===== src/rtl/core/bums_pkg.sv =====
// Package for the bottom-up merge sorter.
// Holds the data word width and the sequencer state type; depends on nothing.
package bums_pkg;

    localparam int DATA_W = 32;

    typedef enum logic [6:0] {
        S_LOAD = 7'b0000001,
        S_PASS = 7'b0000010,
        S_RUN  = 7'b0000100,
        S_RD   = 7'b0001000,
        S_CMP  = 7'b0010000,
        S_ORD  = 7'b0100000,
        S_OVAL = 7'b1000000
    } t_state;

endpackage


===== src/rtl/core/bums_ram.sv =====
// Storage RAM for the merge sorter: one write port, two registered read ports.
// Depends on bums_pkg for the word width.
module bums_ram #(
    parameter int DEPTH = 128
) (
    input  logic                             i_clk,
    input  logic                             i_we,
    input  logic [$clog2(DEPTH)-1:0]         i_waddr,
    input  logic [bums_pkg::DATA_W-1:0]      i_wdata,
    input  logic [$clog2(DEPTH)-1:0]         i_raddr0,
    input  logic [$clog2(DEPTH)-1:0]         i_raddr1,
    output logic [bums_pkg::DATA_W-1:0]      o_rdata0,
    output logic [bums_pkg::DATA_W-1:0]      o_rdata1
);
    import bums_pkg::*;

    logic [DATA_W-1:0] r_mem [DEPTH];
    logic [DATA_W-1:0] r_rd0;
    logic [DATA_W-1:0] r_rd1;

    always_ff @(posedge i_clk) begin
        if (i_we) begin
            r_mem[i_waddr] <= i_wdata;
        end
        r_rd0 <= r_mem[i_raddr0];
        r_rd1 <= r_mem[i_raddr1];
    end

    assign o_rdata0 = r_rd0;
    assign o_rdata1 = r_rd1;

endmodule


===== config.mk =====
export PLATFORM = sky130hd
export DESIGN_NAME = bums_ram
export DESIGN_NICKNAME = d
export VERILOG_FILES = /design/src/rtl/core/bums_pkg.sv /design/src/rtl/core/bums_ram.sv
export SDC_FILE = /design/constraint.sdc
export NUM_CORES = 2
export LEC_CHECK = 0
export BUFFER_PORTS_ARGS = -buffer_cell sky130_fd_sc_hd__clkbuf_2
export CAP_MARGIN = 20
export CORE_ASPECT_RATIO = 0.75
export CORE_UTILIZATION = 25
export DETAILED_ROUTE_END_ITERATION = 10
export GPL_ROUTABILITY_DRIVEN = 0
export PLACE_DENSITY = 0.36
export SYNTH_ARGS = -nofsm -noshare
export SYNTH_HDL_FRONTEND = slang
export SYNTH_SLANG_ARGS = --single-unit

===== constraint.sdc =====
create_clock -name i_clk -period 4.5 [get_ports i_clk]
set_input_delay 0.9 -clock i_clk [delete_from_list [all_inputs] [get_ports i_clk]]
set_output_delay 0.9 -clock i_clk [all_outputs]
set_load 0.005 [all_outputs]

==> impl_metrics.prom <==
# TYPE chip_impl_metric gauge
chip_impl_metric{name="drtIter0Drc",unit=""} 13139
chip_impl_metric{name="grt_antenna_before_repair",unit=""} 137
chip_impl_info{name="tritoncts",value="yes"} 1
chip_impl_metric{name="first_global_vias",unit=""} 103157
chip_impl_metric{name="detailroute.via_count",unit=""} 100204
chip_impl_info{name="rr_endpoint",value="o_rdata1[13]"} 1
chip_impl_metric{name="clk_latency",unit="ns"} 1.01
chip_impl_metric{name="hold_buffers",unit=""} 0
chip_impl_metric{name="yosysSeqAreaShare",unit=""} 0.658
chip_impl_metric{name="total_leakage_power",unit="nW"} 67.2
chip_impl_info{name="ff_to_ff_start",value="r_mem[119][13]"} 1
chip_impl_metric{name="finalCritPeriodShare",unit=""} 0.806
chip_impl_metric{name="worst_slew_margin_rel",unit=""} 0.201
chip_impl_info{name="critPathKind",value="input port to flop"} 1
chip_impl_metric{name="initial_utilization",unit=""} 0.251
chip_impl_info{name="type_of_destination_of_the_critical_path",value="flop"} 1
chip_impl_metric{name="period_needed",unit="ns"} 3.63
chip_impl_metric{name="path_clk_slew",unit="ns"} 0.06
chip_impl_info{name="status",value="complete, no violations"} 1
chip_impl_info{name="leading_area_contributor_after_synthesis",value="edfxtp_1"} 1
chip_impl_metric{name="die_h",unit="um"} 755
chip_impl_metric{name="hold_violations",unit=""} 0
chip_impl_metric{name="hold-path-cell-count",unit=""} 1
chip_impl_info{name="min_delay_worst_endpoint",value="r_mem[86][20]"} 1
chip_impl_metric{name="placed_cells",unit=""} 17891
chip_impl_metric{name="design_power_total",unit="W"} 0.0890
chip_impl_metric{name="final_max_slew_viol_count",unit=""} 0
chip_impl_metric{name="ys_seq_elements",unit=""} 4160
chip_impl_info{name="rsz0062_at_grt",value="no"} 1
chip_impl_metric{name="path_max_fanout",unit=""} 18
chip_impl_metric{name="drt_first_pass_iters",unit=""} 8
chip_impl_metric{name="fin_worst_skew",unit="ns"} 0.0618
chip_impl_metric{name="worstRegToRegCells",unit=""} 4
chip_impl_metric{name="data_required_time_at_the_worst_endpoint",unit="ns"} 5.34
chip_impl_metric{name="postRouteWirelength",unit="mm"} 789
chip_impl_metric{name="place_hpwl",unit="mm"} 472
chip_impl_metric{name="antenna_left",unit=""} 0
chip_impl_metric{name="postSynthAreaPerCell",unit="um2"} 24.5
chip_impl_metric{name="hold-worst-slack",unit="ns"} 0.235
chip_impl_metric{name="final_layout_size_suffix_gt1_frac",unit=""} 0.495
chip_impl_metric{name="grt_remaining_overflow",unit=""} 0
chip_impl_metric{name="yosysUniqueCellTypes",unit=""} 17
chip_impl_metric{name="power.density_cell_area",unit="mW/mm2"} 397
chip_impl_metric{name="post_synth_inst_count",unit=""} 7701
chip_impl_metric{name="finish.utilization",unit=""} 0.298
chip_impl_metric{name="post_cts.repair.setup_buffers",unit=""} 0
chip_impl_metric{name="setup_viol_count_final",unit=""} 0
chip_impl_metric{name="final_net_count",unit=""} 8394
chip_impl_metric{name="grt_pass1_wl",unit="mm"} 1040
chip_impl_info{name="timing.critical_path.from_type",value="input port"} 1
chip_impl_metric{name="worst_ir_drop_vdd",unit="mV"} 0.325
chip_impl_metric{name="floorplan.die.width",unit="mm"} 1.01
chip_impl_metric{name="drt-wirelength-per-cell",unit="um"} 42.0
chip_impl_metric{name="post_synth_instance_area",unit="mm2"} 0.189
chip_impl_info{name="hold_path.class",value="input port to flop"} 1
chip_impl_metric{name="placementRows",unit=""} 276
chip_impl_metric{name="area_enclosed_by_the_die_boundary",unit="mm2"} 0.759
chip_impl_metric{name="cts-htree-levels",unit=""} 5
chip_impl_metric{name="netlist.area_leader.share",unit=""} 0.652
chip_impl_metric{name="vias_per_cell",unit=""} 5.33
chip_impl_metric{name="ctsResizeCount",unit=""} 0
chip_impl_metric{name="grtUsageTotal",unit=""} 0.204
chip_impl_metric{name="fp.coreArea",unit="mm2"} 0.753
chip_impl_metric{name="achievable-frequency",unit="MHz"} 276
chip_impl_metric{name="top_level_ports",unit=""} 119
chip_impl_info{name="timing.hold.worst.start",value="i_wdata[20]"} 1
chip_impl_metric{name="reg2reg_slack",unit="ns"} 1.58
chip_impl_metric{name="synthesis.yosys.warnings",unit=""} 0
chip_impl_metric{name="fin_cells",unit=""} 18790
chip_impl_metric{name="io_buffer_count",unit=""} 118
chip_impl_metric{name="cap_viol_max_count",unit=""} 0
chip_impl_metric{name="detail_route.drc_violations",unit=""} 0
chip_impl_metric{name="layout_area_growth_over_synthesis",unit="%"} 18.9
chip_impl_metric{name="max_slew.worst_pin.slew",unit="ns"} 1.20
chip_impl_info{name="yosys-top-cells-area",value="edfxtp_1 (65%), mux4_2 (32%), clkbuf_1 (0.73%)"} 1
chip_impl_metric{name="clkSinkCount",unit=""} 4160
chip_impl_metric{name="grt_start_max_net_pins",unit=""} 129
chip_impl_info{name="clock_tree.root_cell",value="clkbuf_16"} 1
chip_impl_metric{name="cp_data_arrival_time",unit="ns"} 4.47
chip_impl_metric{name="cts-buffers-inserted",unit=""} 454
chip_impl_metric{name="cts_max_path_buffers",unit=""} 4
chip_impl_metric{name="postSynthNetCount",unit=""} 7756
[layout by cell type, fill, tap and decap left out, types with 3 or more instances in the layout]
| cell type | count |
|---|---|
| nand2_1 | 14 |
| edfxtp_1 | 4096 |
| bufinv_16 | 42 |
| clkbuf_16 | 460 |
| nand3_2 | 4 |
| clkinvlp_4 | 10 |
| buf_8 | 6 |
| clkinv_2 | 84 |
| nor2_4 | 119 |
| dfxtp_1 | 64 |
| clkinv_1 | 117 |
| clkbuf_2 | 72 |
| nor2_1 | 3 |
| mux2_2 | 64 |
| clkbuf_8 | 17 |
| clkinv_4 | 5 |
| mux4_2 | 2688 |
| clkbuf_1 | 97 |
| nor2b_1 | 7 |
| clkinv_8 | 7 |
| nand4_1 | 3 |
| buf_12 | 326 |
| buf_4 | 392 |
| diode_2 | 48 |
| inv_6 | 10 |
| nor3_2 | 9 |
| clkinv_16 | 3 |
| nand3_1 | 8 |
[where the power goes]
group          total (W)  switching, W  leakage [nW]  internal [W]
Clock             0.0378        0.0165          7.16        0.0213
Sequential        0.0432      0.000350          37.4        0.0428
Combinational    0.00802       0.00467          22.7       0.00336
[sequential cells by signal, summed over array words and instances (netlist names)]
name	cells
r_mem	4096
o_rdata0	32
o_rdata1	32
[metrics by stage]
stage                     setup WS, ns  setup TNS, ns  instance area, um2
after global routing             0.914              0              224000
after detailed placement        -0.117         -0.117              210000
after CTS                        0.977              0              224000
after floorplan                  0.361              0              189000
after global placement          -0.108         -0.108              210000
final                            0.875              0              224000
[worst max path at each step]
stage,startpoint,endpoint,slack [ns],cells past startpoint
global placement,i_raddr1[0],o_rdata1[13],-0.11,7
detailed placement,i_raddr1[0],o_rdata1[13],-0.12,7
global route,i_raddr1[0],o_rdata1[13],0.91,7
floorplan,i_we,r_mem[98][0],0.36,3
finish,i_raddr1[0],o_rdata1[13],0.87,7
CTS,i_raddr1[0],o_rdata1[13],0.98,7
[layout make-up]
class | count | area [um2]
Multi-Input combinational cell | 2922 | 62900
Timing Repair Buffer | 801 | 10000
Tap cell | 10008 | 12500
Clock buffer | 572 | 12100
Fill cell | 72053 | 528000
Sequential cell | 4160 | 124000
Clock inverter | 279 | 2550
Antenna cell | 48 | 120
[cell families (layout without fill, tap and decap cells)]
| group | count (synthesis) | after routing | synth area share |
|---|---|---|---|
| flops | 4160 | 4160 | 0.658 |
| buf+inv | 619 | 1652 | 0.0134 |
| other cells | 0 | 48 | 0 |
| simple gates | 170 | 170 | 0.00369 |
| mux | 2752 | 2752 | 0.325 |
[Yosys cell counts, drive strengths merged]
library cell	count
buf	254
clkbuf	365
dfxtp	64
edfxtp	4096
mux2	64
mux4	2688
nand2	14
nand2b	2
nand3	12
nand4	3
nor2	122
nor2b	7
nor3	9
or3	1
[per-layer routing]
layer / routed length [um] / up-vias / track usage
met5: 210 / - / 0
met4: 18000 / 34 / 0.0393
met3: 56600 / 843 / 0.0402
met2: 352000 / 4312 / 0.310
met1: 362000 / 58194 / 0.305
li1: - / 36821 / -
[worst max-delay path, stage by stage]
cell,delay [ns]
buf_12,0.23
buf_12,0.26
buf_4,0.44
mux4_2,0.62
mux4_2,0.56
mux4_2,0.78
mux2_2,0.48
No activity file was read; power rests on OpenSTA's default activity.
